<file path="config.mk">
export PLATFORM = sky130hd
export DESIGN_NAME = key_event_detector_top_flat
export DESIGN_NICKNAME = d
export VERILOG_FILES = /design/src/hw/rtl/ked_pkg.sv /design/src/hw/rtl/ked_in_if.sv /design/src/hw/rtl/ked_out_if.sv /design/src/hw/rtl/ked_ram.sv /design/src/hw/rtl/key_event_detector_top.sv /design/src/flat_wrapper.sv
export SDC_FILE = /design/constraint.sdc
export NUM_CORES = 2
export LEC_CHECK = 0
export ABC_CLOCK_PERIOD_IN_PS = 20100
export BUFFER_PORTS_ARGS = -buffer_cell sky130_fd_sc_hd__buf_2
export CAP_MARGIN = 20
export CORE_MARGIN = 4
export CORE_UTILIZATION = 43
export CTS_CLUSTER_DIAMETER = 30
export DETAILED_ROUTE_END_ITERATION = 7
export PLACE_DENSITY = 0.64
export SLEW_MARGIN = 30
export SYNTH_ARGS = -nofsm -noshare
export SYNTH_HDL_FRONTEND = slang
export SYNTH_SLANG_ARGS = --single-unit
</file>
<file path="constraint.sdc">
create_clock -name clk -period 20.1 [get_ports clk]
set_clock_uncertainty 0.2 [all_clocks]
set_input_delay 1.005 -clock clk [delete_from_list [all_inputs] [get_ports clk]]
set_output_delay 1.005 -clock clk [all_outputs]
set_load 0.05 [all_outputs]
</file>
<file path="src/hw/rtl/ked_pkg.sv">
// ----------------------------------------------------------------------------
// ked_pkg
// Shared constants, types and helpers of the key event detector.
// ----------------------------------------------------------------------------
package ked_pkg;

  localparam int KEY_W    = 4;
  localparam int NUM_KEYS = 16;
  localparam int KEY_DEPTH = 1 << KEY_W;
  localparam int TIME_W   = 16;
  localparam int TICK_W   = 15;
  localparam int MASK_W   = 5;
  localparam int CNT_W    = 8;
  localparam int DOWN_W   = 5;
  localparam int FLAG_W   = 10;
  localparam int CFG_IDX_W = 3;

  localparam int DOWN_MAX_I = (NUM_KEYS < 31) ? NUM_KEYS : 31;
  localparam logic [DOWN_W-1:0] DOWN_MAX = DOWN_W'(DOWN_MAX_I);
  localparam logic [CNT_W-1:0]  CNT_MAX  = '1;

  // register indexes
  localparam logic [CFG_IDX_W-1:0] REG_DEBOUNCE  = 3'd0;
  localparam logic [CFG_IDX_W-1:0] REG_LONG_HOLD = 3'd1;
  localparam logic [CFG_IDX_W-1:0] REG_MULTI_INT = 3'd2;
  localparam logic [CFG_IDX_W-1:0] REG_REP_INIT  = 3'd3;
  localparam logic [CFG_IDX_W-1:0] REG_REP_PER   = 3'd4;
  localparam logic [CFG_IDX_W-1:0] REG_FEAT_MASK = 3'd5;

  // register reset values
  localparam logic [TICK_W-1:0] RST_DEBOUNCE  = 15'd20;
  localparam logic [TICK_W-1:0] RST_LONG_HOLD = 15'd1000;
  localparam logic [TICK_W-1:0] RST_MULTI_INT = 15'd300;
  localparam logic [TICK_W-1:0] RST_REP_INIT  = 15'd1000;
  localparam logic [TICK_W-1:0] RST_REP_PER   = 15'd100;
  localparam logic [MASK_W-1:0] RST_FEAT_MASK = 5'd31;

  // feature mask bits
  localparam int FM_LONG_P  = 0;
  localparam int FM_LONG_R  = 1;
  localparam int FM_MULTI_P = 2;
  localparam int FM_MULTI_R = 3;
  localparam int FM_REPEAT  = 4;

  // per-key status flags
  localparam logic [FLAG_W-1:0] F_PRESS    = 10'h001;
  localparam logic [FLAG_W-1:0] F_RELEASE  = 10'h002;
  localparam logic [FLAG_W-1:0] F_PRESSING = 10'h004;
  localparam logic [FLAG_W-1:0] F_PRESS_DB = 10'h008;
  localparam logic [FLAG_W-1:0] F_HOLD_DB  = 10'h010;
  localparam logic [FLAG_W-1:0] F_LONG_P   = 10'h020;
  localparam logic [FLAG_W-1:0] F_LONG_R   = 10'h040;
  localparam logic [FLAG_W-1:0] F_MULTI_P  = 10'h080;
  localparam logic [FLAG_W-1:0] F_MULTI_R  = 10'h100;
  localparam logic [FLAG_W-1:0] F_REPEAT   = 10'h200;

  typedef logic [TIME_W-1:0] time_t;

  typedef struct packed {
    logic              stable;
    logic [FLAG_W-1:0] flags;
    time_t             db_dl;
    time_t             lp_dl;
    time_t             lr_dl;
    logic              fired;
    logic [CNT_W-1:0]  pcc;
    time_t             pcd;
    logic [CNT_W-1:0]  rcc;
    time_t             rcd;
    time_t             rep_dl;
  } key_entry_t;

  localparam int ENTRY_W = $bits(key_entry_t);

  typedef struct packed {
    logic [KEY_W-1:0]  key_id;
    logic              pressed;
    logic              released;
    logic              held;
    logic              debouncing;
    logic              long_hold;
    logic              long_rel;
    logic [CNT_W-1:0]  multi_press_count;
    logic [CNT_W-1:0]  multi_release_count;
    logic              repeat_res;
    logic [DOWN_W-1:0] keys_down;
  } key_result_t;

  // deadline reached: (now - dl) mod 2^TIME_W below half range
  function automatic logic reached(input time_t now, input time_t dl);
    time_t diff;
    diff = now - dl;
    return ~diff[TIME_W-1];
  endfunction

  function automatic time_t after_t(input time_t now, input logic [TICK_W-1:0] ticks);
    return now + TIME_W'(ticks);
  endfunction

endpackage

</file>
<file path="src/hw/rtl/ked_in_if.sv">
// ----------------------------------------------------------------------------
// ked_in_if
// Sample channel: one key level word per handshake.
// ----------------------------------------------------------------------------
interface ked_in_if;
  logic                    valid;
  logic                    ready;
  logic [ked_pkg::KEY_W-1:0] key_index;
  logic                    level;
  logic                    tick;

  modport source (output valid, key_index, level, tick, input ready);
  modport sink   (input valid, key_index, level, tick, output ready);
endinterface

</file>
<file path="src/hw/rtl/ked_out_if.sv">
// ----------------------------------------------------------------------------
// ked_out_if
// Result channel: one event word per handshake.
// ----------------------------------------------------------------------------
interface ked_out_if;
  logic                       valid;
  logic                       ready;
  logic [ked_pkg::KEY_W-1:0]  key_id;
  logic                       pressed;
  logic                       released;
  logic                       held;
  logic                       debouncing;
  logic                       long_hold;
  logic                       long_rel;
  logic [ked_pkg::CNT_W-1:0]  multi_press_count;
  logic [ked_pkg::CNT_W-1:0]  multi_release_count;
  logic                       repeat_res;
  logic [ked_pkg::DOWN_W-1:0] keys_down;

  modport source (output valid, key_id, pressed, released, held, debouncing, long_hold,
                  long_rel, multi_press_count, multi_release_count, repeat_res,
                  keys_down, input ready);
  modport sink   (input valid, key_id, pressed, released, held, debouncing, long_hold,
                  long_rel, multi_press_count, multi_release_count, repeat_res,
                  keys_down, output ready);
endinterface

</file>
<file path="src/hw/rtl/ked_ram.sv">
// ----------------------------------------------------------------------------
// ked_ram
// Generic single-write, single-read RAM with registered read data.
// ----------------------------------------------------------------------------
module ked_ram #(
  parameter int WIDTH = 8,
  parameter int DEPTH = 16
) (
  input  logic                     clk,
  input  logic                     we,
  input  logic [$clog2(DEPTH)-1:0] waddr,
  input  logic [WIDTH-1:0]         wdata,
  input  logic                     re,
  input  logic [$clog2(DEPTH)-1:0] raddr,
  output logic [WIDTH-1:0]         rdata
);

  logic [WIDTH-1:0] mem [DEPTH];

  always_ff @(posedge clk) begin
    if (we) begin
      mem[waddr] <= wdata;
    end
    if (re) begin
      rdata <= mem[raddr];
    end
  end

endmodule

</file>
<file path="src/hw/rtl/key_event_detector_top.sv">
// ----------------------------------------------------------------------------
// key_event_detector_top
// Per-key debounce, long press, multi-click and auto-repeat detection.
// ----------------------------------------------------------------------------
// One result word per sample word. The block takes one sample per clock when
// the result side keeps up; the key's state entry is read from the state RAM
// in the accept cycle, then modified and written back when the update stage
// advances, while the result goes to the output register. Back-to-back
// samples of the same key are served from a forwarding register of the last
// write. RAM entries never written read as the reset state through per-key
// valid bits, so no clearing pass follows reset.
// ----------------------------------------------------------------------------
module key_event_detector_top (
  input  logic                           clk,
  input  logic                           rst_n,
  ked_in_if.sink                         in_ch,
  ked_out_if.source                      out_ch,
  input  logic                           cfg_we,
  input  logic [ked_pkg::CFG_IDX_W-1:0]  cfg_index,
  input  logic [ked_pkg::TICK_W-1:0]     cfg_wdata
);

  // config registers
  logic [ked_pkg::TICK_W-1:0] dbt_r, lht_r, mit_r, rit_r, rpt_r;
  logic [ked_pkg::MASK_W-1:0] fm_r;

  always_ff @(posedge clk) begin
    if (!rst_n) begin
      dbt_r <= ked_pkg::RST_DEBOUNCE;
      lht_r <= ked_pkg::RST_LONG_HOLD;
      mit_r <= ked_pkg::RST_MULTI_INT;
      rit_r <= ked_pkg::RST_REP_INIT;
      rpt_r <= ked_pkg::RST_REP_PER;
      fm_r  <= ked_pkg::RST_FEAT_MASK;
    end else if (cfg_we) begin
      unique case (cfg_index)
        ked_pkg::REG_DEBOUNCE:  dbt_r <= cfg_wdata;
        ked_pkg::REG_LONG_HOLD: lht_r <= cfg_wdata;
        ked_pkg::REG_MULTI_INT: mit_r <= cfg_wdata;
        ked_pkg::REG_REP_INIT:  rit_r <= cfg_wdata;
        ked_pkg::REG_REP_PER:   rpt_r <= cfg_wdata;
        ked_pkg::REG_FEAT_MASK: fm_r  <= cfg_wdata[ked_pkg::MASK_W-1:0];
        default: ;
      endcase
    end
  end

  // pipeline control
  logic                       s1_vld_r;
  logic [ked_pkg::KEY_W-1:0]  s1_key_r;
  logic                       s1_lvl_r;
  ked_pkg::time_t             s1_time_r;
  ked_pkg::time_t             time_r;
  ked_pkg::time_t             time_nxt;
  logic                       out_vld_r;
  ked_pkg::key_result_t       res_r;
  ked_pkg::key_result_t       res_nxt;
  logic [ked_pkg::DOWN_W-1:0] down_r;
  logic [ked_pkg::DOWN_W-1:0] down_nxt;
  logic                       acc;
  logic                       adv;
  logic                       in_range;
  logic                       wr_en;

  assign adv          = s1_vld_r && (!out_vld_r || out_ch.ready);
  assign in_ch.ready  = !s1_vld_r || adv;
  assign acc          = in_ch.valid && in_ch.ready;
  assign time_nxt     = in_ch.tick ? time_r + ked_pkg::time_t'(1) : time_r;
  assign in_range     = {1'b0, s1_key_r} < (ked_pkg::KEY_W + 1)'(ked_pkg::NUM_KEYS);
  assign wr_en        = adv && in_range;

  always_ff @(posedge clk) begin
    if (!rst_n) begin
      s1_vld_r <= 1'b0;
      time_r   <= '0;
    end else begin
      if (acc) begin
        s1_vld_r <= 1'b1;
        time_r   <= time_nxt;
      end else if (adv) begin
        s1_vld_r <= 1'b0;
      end
    end
  end

  always_ff @(posedge clk) begin
    if (acc) begin
      s1_key_r  <= in_ch.key_index;
      s1_lvl_r  <= in_ch.level;
      s1_time_r <= time_nxt;
    end
  end

  // state memory, valid bits and forwarding
  logic [ked_pkg::ENTRY_W-1:0]   ram_rdata;
  ked_pkg::key_entry_t           cur;
  ked_pkg::key_entry_t           nxt;
  logic [ked_pkg::KEY_DEPTH-1:0] ent_vld_r;
  logic                          fwd_vld_r;
  logic [ked_pkg::KEY_W-1:0]     fwd_key_r;
  ked_pkg::key_entry_t           fwd_data_r;

  ked_ram #(
    .WIDTH (ked_pkg::ENTRY_W),
    .DEPTH (ked_pkg::KEY_DEPTH)
  ) u_state_ram (
    .clk   (clk),
    .we    (wr_en),
    .waddr (s1_key_r),
    .wdata (nxt),
    .re    (acc),
    .raddr (in_ch.key_index),
    .rdata (ram_rdata)
  );

  always_ff @(posedge clk) begin
    if (!rst_n) begin
      ent_vld_r <= '0;
      fwd_vld_r <= 1'b0;
    end else if (wr_en) begin
      ent_vld_r[s1_key_r] <= 1'b1;
      fwd_vld_r           <= 1'b1;
    end
  end

  always_ff @(posedge clk) begin
    if (wr_en) begin
      fwd_key_r  <= s1_key_r;
      fwd_data_r <= nxt;
    end
  end

  always_comb begin
    if (fwd_vld_r && (fwd_key_r == s1_key_r)) begin
      cur = fwd_data_r;
    end else if (ent_vld_r[s1_key_r]) begin
      cur = ked_pkg::key_entry_t'(ram_rdata);
    end else begin
      cur = '0;
    end
  end

  // per-key update
  logic [ked_pkg::FLAG_W-1:0] f;
  logic [ked_pkg::FLAG_W-1:0] fo;
  logic [ked_pkg::CNT_W-1:0]  pc1;
  logic [ked_pkg::CNT_W-1:0]  rc1;
  logic                       held_ev, press_ev, rel_ev, lp_ev, lr_ev, rep_ev, deb;
  logic [ked_pkg::CNT_W-1:0]  mp, mr;
  logic                       hold_like;

  always_comb begin
    nxt      = cur;
    f        = cur.flags;
    held_ev  = 1'b0;
    press_ev = 1'b0;
    rel_ev   = 1'b0;
    lp_ev    = 1'b0;
    lr_ev    = 1'b0;
    rep_ev   = 1'b0;
    mp       = '0;
    mr       = '0;
    pc1      = cur.pcc;
    rc1      = cur.rcc;

    // debounce
    unique case ({s1_lvl_r, cur.stable})
      2'b00: begin
        nxt.db_dl = '0;
        f         = '0;
      end
      2'b11: begin
        nxt.db_dl = '0;
        f         = ked_pkg::F_PRESSING;
        held_ev   = 1'b1;
      end
      default: begin
        priority if ((dbt_r == '0) ||
                     ((cur.db_dl != '0) && ked_pkg::reached(s1_time_r, cur.db_dl))) begin
          f        = s1_lvl_r ? ked_pkg::F_PRESS : ked_pkg::F_RELEASE;
          press_ev = s1_lvl_r;
          rel_ev   = !s1_lvl_r;
        end else if (cur.db_dl == '0) begin
          f         = s1_lvl_r ? ked_pkg::F_PRESS_DB : ked_pkg::F_HOLD_DB;
          nxt.db_dl = ked_pkg::after_t(s1_time_r, dbt_r);
        end else begin
          f = cur.flags;
        end
      end
    endcase

    deb = |(f & (ked_pkg::F_PRESS_DB | ked_pkg::F_HOLD_DB));
    if (!deb) begin
      nxt.stable = s1_lvl_r;
    end
    hold_like = |(f & (ked_pkg::F_PRESSING | ked_pkg::F_HOLD_DB));
    fo = f;

    // long press / long release
    priority if (|(f & ked_pkg::F_PRESS)) begin
      nxt.lp_dl = ked_pkg::after_t(s1_time_r, lht_r);
      nxt.lr_dl = ked_pkg::after_t(s1_time_r, lht_r);
      nxt.fired = 1'b0;
    end else if (hold_like) begin
      if (fm_r[ked_pkg::FM_LONG_P] && ked_pkg::reached(s1_time_r, cur.lp_dl) && !cur.fired) begin
        nxt.fired = 1'b1;
        fo        = fo | ked_pkg::F_LONG_P;
        lp_ev     = 1'b1;
      end
    end else if (|(f & ked_pkg::F_RELEASE)) begin
      if (fm_r[ked_pkg::FM_LONG_R] && ked_pkg::reached(s1_time_r, cur.lr_dl)) begin
        fo    = fo | ked_pkg::F_LONG_R;
        lr_ev = 1'b1;
      end
    end else begin
      nxt.fired = cur.fired;
    end

    // multi-click, presses
    if (fm_r[ked_pkg::FM_MULTI_P] && |(f & ked_pkg::F_PRESS)) begin
      if (cur.pcc != ked_pkg::CNT_MAX) begin
        pc1 = cur.pcc + ked_pkg::CNT_W'(1);
      end
      if (pc1 >= ked_pkg::CNT_W'(2)) begin
        fo = fo | ked_pkg::F_MULTI_P;
        mp = pc1;
      end
      nxt.pcd = ked_pkg::after_t(s1_time_r, mit_r);
    end
    nxt.pcc = ((pc1 != '0) && ked_pkg::reached(s1_time_r, nxt.pcd)) ? '0 : pc1;

    // multi-click, releases
    if (fm_r[ked_pkg::FM_MULTI_R] && |(f & ked_pkg::F_RELEASE)) begin
      if (cur.rcc != ked_pkg::CNT_MAX) begin
        rc1 = cur.rcc + ked_pkg::CNT_W'(1);
      end
      if (rc1 >= ked_pkg::CNT_W'(2)) begin
        fo = fo | ked_pkg::F_MULTI_R;
        mr = rc1;
      end
      nxt.rcd = ked_pkg::after_t(s1_time_r, mit_r);
    end
    nxt.rcc = ((rc1 != '0) && ked_pkg::reached(s1_time_r, nxt.rcd)) ? '0 : rc1;

    // auto-repeat
    priority if (|(f & ked_pkg::F_PRESS)) begin
      nxt.rep_dl = ked_pkg::after_t(s1_time_r, rit_r);
    end else if (hold_like) begin
      if (fm_r[ked_pkg::FM_REPEAT] && ked_pkg::reached(s1_time_r, cur.rep_dl)) begin
        fo         = fo | ked_pkg::F_REPEAT;
        rep_ev     = 1'b1;
        nxt.rep_dl = ked_pkg::after_t(s1_time_r, rpt_r);
      end
    end else begin
      nxt.rep_dl = cur.rep_dl;
    end

    nxt.flags = fo;
  end

  // down count
  always_comb begin
    down_nxt = down_r;
    if (in_range) begin
      priority if (|(f & ked_pkg::F_PRESS)) begin
        if (down_r < ked_pkg::DOWN_MAX) begin
          down_nxt = down_r + ked_pkg::DOWN_W'(1);
        end
      end else if (|(f & ked_pkg::F_RELEASE)) begin
        if (down_r != '0) begin
          down_nxt = down_r - ked_pkg::DOWN_W'(1);
        end
      end else begin
        down_nxt = down_r;
      end
    end
  end

  always_ff @(posedge clk) begin
    if (!rst_n) begin
      down_r <= '0;
    end else if (adv) begin
      down_r <= down_nxt;
    end
  end

  // result word
  always_comb begin
    res_nxt                     = '0;
    res_nxt.key_id              = s1_key_r;
    res_nxt.keys_down           = down_nxt;
    if (in_range) begin
      res_nxt.pressed             = press_ev;
      res_nxt.released            = rel_ev;
      res_nxt.held                = held_ev;
      res_nxt.debouncing          = deb;
      res_nxt.long_hold           = lp_ev;
      res_nxt.long_rel            = lr_ev;
      res_nxt.multi_press_count   = mp;
      res_nxt.multi_release_count = mr;
      res_nxt.repeat_res          = rep_ev;
    end
  end

  always_ff @(posedge clk) begin
    if (!rst_n) begin
      out_vld_r <= 1'b0;
    end else if (adv) begin
      out_vld_r <= 1'b1;
    end else if (out_ch.ready) begin
      out_vld_r <= 1'b0;
    end
  end

  always_ff @(posedge clk) begin
    if (adv) begin
      res_r <= res_nxt;
    end
  end

  assign out_ch.valid               = out_vld_r;
  assign out_ch.key_id              = res_r.key_id;
  assign out_ch.pressed             = res_r.pressed;
  assign out_ch.released            = res_r.released;
  assign out_ch.held                = res_r.held;
  assign out_ch.debouncing          = res_r.debouncing;
  assign out_ch.long_hold           = res_r.long_hold;
  assign out_ch.long_rel            = res_r.long_rel;
  assign out_ch.multi_press_count   = res_r.multi_press_count;
  assign out_ch.multi_release_count = res_r.multi_release_count;
  assign out_ch.repeat_res          = res_r.repeat_res;
  assign out_ch.keys_down           = res_r.keys_down;

  // checks
  a_stall_holds: assert property (@(posedge clk) disable iff (!rst_n)
    s1_vld_r && !adv |=> s1_vld_r && $stable(s1_key_r) && $stable(s1_time_r))
    else $error("update stage lost its word while stalled");

  a_down_limit: assert property (@(posedge clk) disable iff (!rst_n)
    down_r <= ked_pkg::DOWN_MAX)
    else $error("down count above limit");

  a_edge_excl: assert property (@(posedge clk) disable iff (!rst_n)
    out_vld_r |-> !(res_r.pressed && res_r.released) && !(res_r.pressed && res_r.debouncing)
                  && !(res_r.held && res_r.pressed))
    else $error("conflicting key events in one result");

  a_time_step: assert property (@(posedge clk) disable iff (!rst_n)
    acc && in_ch.tick |=> time_r == $past(time_r) + ked_pkg::time_t'(1))
    else $error("time counter did not advance on tick");

endmodule
</file>
<file path="src/flat_wrapper.sv">
// flat-port wrapper written by rule: the top's interface ports become plain ports
module key_event_detector_top_flat 
  (clk, rst_n, cfg_we, cfg_index, cfg_wdata, in_ch_valid, in_ch_key_index, in_ch_level, in_ch_tick, in_ch_ready, out_ch_valid, out_ch_key_id, out_ch_pressed, out_ch_released, out_ch_held, out_ch_debouncing, out_ch_long_hold, out_ch_long_rel, out_ch_multi_press_count, out_ch_multi_release_count, out_ch_repeat_res, out_ch_keys_down, out_ch_ready);
  ked_in_if in_ch_i ();
  ked_out_if out_ch_i ();
  input  logic clk;
  input  logic rst_n;
  input  logic cfg_we;
  input  logic [ked_pkg::CFG_IDX_W-1:0] cfg_index;
  input  logic [ked_pkg::TICK_W-1:0] cfg_wdata;
  input wire logic [$bits(in_ch_i.valid)-1:0] in_ch_valid;
  input wire logic [$bits(in_ch_i.key_index)-1:0] in_ch_key_index;
  input wire logic [$bits(in_ch_i.level)-1:0] in_ch_level;
  input wire logic [$bits(in_ch_i.tick)-1:0] in_ch_tick;
  output wire logic [$bits(in_ch_i.ready)-1:0] in_ch_ready;
  output wire logic [$bits(out_ch_i.valid)-1:0] out_ch_valid;
  output wire logic [$bits(out_ch_i.key_id)-1:0] out_ch_key_id;
  output wire logic [$bits(out_ch_i.pressed)-1:0] out_ch_pressed;
  output wire logic [$bits(out_ch_i.released)-1:0] out_ch_released;
  output wire logic [$bits(out_ch_i.held)-1:0] out_ch_held;
  output wire logic [$bits(out_ch_i.debouncing)-1:0] out_ch_debouncing;
  output wire logic [$bits(out_ch_i.long_hold)-1:0] out_ch_long_hold;
  output wire logic [$bits(out_ch_i.long_rel)-1:0] out_ch_long_rel;
  output wire logic [$bits(out_ch_i.multi_press_count)-1:0] out_ch_multi_press_count;
  output wire logic [$bits(out_ch_i.multi_release_count)-1:0] out_ch_multi_release_count;
  output wire logic [$bits(out_ch_i.repeat_res)-1:0] out_ch_repeat_res;
  output wire logic [$bits(out_ch_i.keys_down)-1:0] out_ch_keys_down;
  input wire logic [$bits(out_ch_i.ready)-1:0] out_ch_ready;
  assign in_ch_i.valid = in_ch_valid;
  assign in_ch_i.key_index = in_ch_key_index;
  assign in_ch_i.level = in_ch_level;
  assign in_ch_i.tick = in_ch_tick;
  assign in_ch_ready = in_ch_i.ready;
  assign out_ch_valid = out_ch_i.valid;
  assign out_ch_key_id = out_ch_i.key_id;
  assign out_ch_pressed = out_ch_i.pressed;
  assign out_ch_released = out_ch_i.released;
  assign out_ch_held = out_ch_i.held;
  assign out_ch_debouncing = out_ch_i.debouncing;
  assign out_ch_long_hold = out_ch_i.long_hold;
  assign out_ch_long_rel = out_ch_i.long_rel;
  assign out_ch_multi_press_count = out_ch_i.multi_press_count;
  assign out_ch_multi_release_count = out_ch_i.multi_release_count;
  assign out_ch_repeat_res = out_ch_i.repeat_res;
  assign out_ch_keys_down = out_ch_i.keys_down;
  assign out_ch_i.ready = out_ch_ready;
  key_event_detector_top u_core (.clk(clk), .rst_n(rst_n), .in_ch(in_ch_i), .out_ch(out_ch_i), .cfg_we(cfg_we), .cfg_index(cfg_index), .cfg_wdata(cfg_wdata));
endmodule
</file>
# Word-level counts from Yosys, hierarchy flattened
# Memory sizes are Yosys's and may differ from the RTL's. A register that Yosys moved wholly into a read port is not among the register bits.
# Cells that the tools add are included.
# totals
reg_bits	297
ram_bits	1984
inputBits	29
output_inout_bits	34
word_cells	181
n_memories	1
# classes
n_addsub	16
n_lt_le_gt_ge	5
eq_ne	9
n_mux	59
bitwise	10
reduce_logical	44
# mem_list
name	depth	width	rd	rd_ports_with_merged_regs	write_ports	line_no	source
u_core.u_state_ram.mem	16	124	1	1	1	ked_ram.sv:18	logic [WIDTH-1:0] mem [DEPTH];
# op_table
op	count
124-bit 2-to-1 mux	2
16-bit 2-to-1 mux	9
16-bit subtractor	6
16-bit by 15-bit adder with 16-bit output	5
8-bit 2-to-1 mux	10
10-bit 2-to-1 mux	5
32-bit 2-to-1 mux	1
7-bit 2-to-1 mux	4
5-bit 2-to-1 mux	5
10-bit one-hot mux with 2 select lines	1
9-bit 2-to-1 mux	2
16-bit by 1-bit adder with 16-bit output (second input constant)	1
8-bit by 1-bit adder with 8-bit output (second input constant)	2
8-bit by 2-bit >= comparator with 1-bit output (second input constant)	2
16-bit zero test	1
1-bit 2-to-1 mux	16
8-bit inequality test (second input constant)	2
16-bit OR	1
2-bit AND reduction	8
16-bit nonzero test	1
8-bit nonzero test	2
15-bit zero test	1
1-bit logical AND	13
1-bit NOT	9
23 further kinds	34

# Depth between registers and ports, before layout
# depth
ltp_word	21
mapped_depth	40
depth_no_buf	32

# Cells and area by module
# Synthesis repeated with hierarchy kept, for this count alone.
# unflattened
hier_cells	5417
hier_area_um2	97539.8
# modules_own_cells
module	n_inst	cells_per_inst	area_per_inst_um2	seq_area_each_um2
ked_ram	1	3168	77748.3	63300.7
key_event_detector_top	1	2249	19791.5	7717.4

# Worst setup path after synthesis
# Ideal clock, no wire load.
# synth_path
path_type	input -> register
from	in out_ch_ready
to	mem u_core.u_state_ram.mem[12][0] in the netlist's numbering (enable)
setup_ns	0.746
arrival_ns	12.036
required_time_ns	19.154
setup_slack_ns	7.118
stages	6
n_path_buf	1
cell_sequence	nor2b_1 nand2b_1 clkbuf_1 clkinv_1 nand3_1 nor3_1
# synth_via
elab_chain_len	4
# synth_rtl
element	line_no	source
from (decl)	flat_wrapper.sv:28	input wire logic [$bits(out_ch_i.ready)-1:0] out_ch_ready;
1-bit logical OR	key_event_detector_top.sv:65	assign adv = s1_vld_r && (!out_vld_r || out_ch.ready);
1-bit logical AND	key_event_detector_top.sv:65	
net u_core.adv	key_event_detector_top.sv:61	logic adv;
1-bit 2-to-1 mux	ked_ram.sv:21	if (we) begin
1-bit 2-to-1 mux (implied by the code)	ked_ram.sv:22	mem[waddr] <= wdata;
to (decl)	ked_ram.sv:18	
# The timed path passes the listed nets, and every way through them passes these cells.

==> metrics.csv <==
stage;metric;value;unit
drt;via_count;50300;
synthesis;synth_edf_count;2195;
cells_and_area;synthToLayoutAreaGrowth;20.3;%
sta;relSlewSlack;0.297;
drt;drt_iter0_markers;5546;
clock_tree;cts-hold-fix-buffers;0;
drt;ant_nets;0;
clock_tree;htreeDepth;5;
placed_design;portBuffers;62;
synthesis;async_flop_share;0;
critical_path;reg2regPathDepth;25;
synthesis;ys_seq_area_frac;0.726;
grt;grtUsageTotal;0.213;
grt;gr-total-overflow;0;
grt;grt_pass1_wl;353000;um
placed_design;place_inst;7758;
critical_path;crit_required;20.50;ns
drt;wl;241000;um
floorplan;start_util;0.433;
cells_and_area;nNetsFinal;5531;
drt;dr.pass1.iters;7;
floorplan;die-width;476;um
clock_tree;cts.clk_slew.worst_paths;0.05;ns
floorplan;pin_count;63;
sta;setup_tns;0;ns
clock_tree;cts_tree;yes;
sta;final-setup-viol-count;0;
critical_path;endpoint;u_core.u_state_ram.mem[1][62];
placed_design;place_hpwl;133000;um
sta;rsz0062_at_grt;false;
floorplan;placementRows;171;
cells_and_area;num-fill-cells;16900;
sta;worstMarginPinSlew;1.05;ns
floorplan;dieArea;226000;sq um
sta;layout_min_cycle_time;9.75;ns
sta;fmax;0.103;GHz
cells_and_area;final_cells;8550;
critical_path;cp-end-kind;flop;
drt;wire_per_inst;28.2;um
floorplan;core;217000;sq um
clock_tree;cts_buffers;428;
critical_path;cp_max_fo;80;
synthesis;avgSynthCellArea;19.1;sq um
power_and_ir_drop;power_leakage;39.8;nW
synthesis;syn_area;94100;sq um
cells_and_area;layout_commonest_cell;edfxtp_1;
hold_path;hold_path.class;primary input to flop;
status;outcome;complete, no violations;
drt;viasPerCell;5.88;
clock_tree;clock_sinks;2315;
sta;finalHoldViolCount;0;
sta;whs;0.0994;ns
flow_run;drv_cap;0;
sta;min_period_over_period;0.485;
critical_path;r2r_slack;10.35;ns
clock_tree;post_cts_resized;0;
grt;grt_max_degree;129;
critical_path;critical_path_class;flop to flop;
critical_path;crit_start;u_core.s1_key_r[0];
synthesis;synth_fp_nets;5122;
clock_tree;post_cts_buffers;0;
grt;grt_pass1_vias;50700;
synthesis;ys.flop_type;edfxtp_1;
synthesis;syn_inst;4927;
critical_path;rr_startpoint;u_core.s1_key_r[0];
synthesis;yosys.cell_types.count;80;
drt;drc;0;
cells_and_area;layout_common_cells;edfxtp_1 (2195), mux4_2 (599), clkbuf_16 (434), nand2_1 (287), a21oi_1 (182);
floorplan;die_h;476;um
power_and_ir_drop;vdd_drop_max;0.0932;mV
critical_path;cp.arrival;10.15;ns
synthesis;synth_seq_cells;2315;
critical_path;start_kind;flop;
grt;antenna_found_initial;27;
sta;drv_slew;0;
cells_and_area;drive_above_1_share;0.282;
cells_and_area;fin_area;113000;sq um
hold_path;hold_depth;3;
critical_path;r2r_end;u_core.u_state_ram.mem[1][62];
synthesis;yosys_warnings;0;
clock_tree;clock_latency;0.99;ns
clock_tree;cts.path.max_buffers;4;
placed_design;placed_area;98600;sq um
placed_design;gp_congestion;0.898;
power_and_ir_drop;pwr_density_cell;115;nW/um^2
clock_tree;root_buffer;clkbuf_16;
-- worst min path at each step --
stage	startpoint	to	slack, ns
finish	in_ch_valid	u_core.s1_vld_r	0.1
CTS	in_ch_valid	u_core.s1_vld_r	0.03
detailed placement	u_core.ent_vld_r[15]	u_core.ent_vld_r[15]	0.25
global route	in_ch_valid	u_core.s1_vld_r	0.11
floorplan	u_core.s1_key_r[2]	u_core.out_ch.key_id[2]	0.22
global placement	u_core.ent_vld_r[9]	u_core.ent_vld_r[9]	0.24
-- flip-flops by register name (all words and copies together), names as in the netlist, 16 cells and up --
name / cells
u_core.ent_vld_r: 16
u_core.fwd_data_r: 119
u_core.s1_time_r: 16
u_core.time_r: 16
u_core.u_state_ram.mem: 1904
u_core.u_state_ram.rdata: 119
-- power breakdown --
group / switching (W) / internal [W] / leakage (nW)
Combinational: 0.000314 / 0.000191 / 10.3
Sequential: 0.0000363 / 0.00534 / 22.5
Clock: 0.00243 / 0.00466 / 6.92
Total: 0.00278 / 0.0102 / 39.8
-- logic make-up after synthesis --
| group | share of synthesized area |
|---|---|
| muxes | 0.147 |
| AOI/OAI and AO/OA | 0.0398 |
| DFF | 0.726 |
| xor gates and xnor gates | 0.0108 |
| and+or+nand+nor | 0.0403 |
| buffers and inverters | 0.0134 |
| adders and majority gates | 0.0225 |
-- worst max-delay path: stages, from the launching register on --
cell and delay (ns):
edfxtp_1 0.78, mux4_2 0.59, a22oi_2 0.29, nand2_4 0.51, buf_4 0.49, and3_1 0.23, a21oi_1 0.21, ha_1 0.30
a21o_1 0.16, a21o_1 0.17, a21oi_1 0.24, o2111ai_1 0.15, mux2_2 0.42, a2111oi_4 0.73, nor2_4 0.35, a21oi_2 0.68
inv_1 0.12, ha_1 0.33, a21o_1 0.16, a21o_1 0.17, a21oi_1 0.14, o21ai_0 0.13, nand4b_1 0.19, a221o_1 0.33
and3_1 0.42, nor3_2 0.84
-- stage by stage --
stage                     utilization  worst slack [ns]  total power [W]
after detailed placement        0.454             10.14          0.00597
after global placement          0.453             10.58          0.00596
after CTS                       0.520             10.13           0.0131
after floorplan                     -              7.12          0.00579
final                           0.521             10.35           0.0130
after global routing            0.521              9.78           0.0133
-- Yosys cell counts (6+ instances only) --
library cell / number / area, sq um
a211oi_1: 16 / 120
a21boi_0: 71 / 533
a21o_1: 59 / 443
a21oi_1: 204 / 1020
a221oi_1: 7 / 61.3
a31oi_1: 9 / 56.3
and2_1: 22 / 138
and3_1: 105 / 657
buf_1: 59 / 221
clkbuf_1: 167 / 627
dfxtp_1: 120 / 2400
edfxtp_1: 2195 / 65900
ha_1: 161 / 2010
inv_1: 95 / 357
mux2_2: 6 / 67.6
mux2i_1: 30 / 300
mux4_2: 599 / 13500
nand2_1: 288 / 1080
nand2b_1: 17 / 106
nand3_1: 62 / 310
nand3b_1: 6 / 45.0
nand4_1: 24 / 150
nor2_1: 139 / 522
nor2b_1: 24 / 150
nor3_1: 36 / 180
nor3_2: 6 / 60.1
nor3b_1: 8 / 60.1
nor4_1: 21 / 131
o211ai_1: 6 / 45.0
o21a_1: 27 / 203
o21ai_0: 95 / 475
o21bai_1: 18 / 135
o31ai_1: 7 / 52.6
or3_1: 13 / 81.3
xnor2_1: 79 / 692
xor2_1: 35 / 307
-- per-layer routing --
metal / GRT usage / wire [um]
met1: 0.303 / 101000
met2: 0.337 / 115000
met3: 0.0362 / 18100
met4: 0.0701 / 6800
met5: 0 / 0
-- area by class of cell --
class	count	area, sq um	share of cell area
antenna	9	22.5	0.000199
timing repair buffer	211	1580	0.0140
tap	2854	3570	0.0316
sequential	2315	68300	0.604
multi-input combinational	2283	24900	0.220
clock buffer	477	11100	0.0978
inverter	97	384	0.00339
clock inverter	304	3340	0.0296
Power figures use the tool's default switching activity.
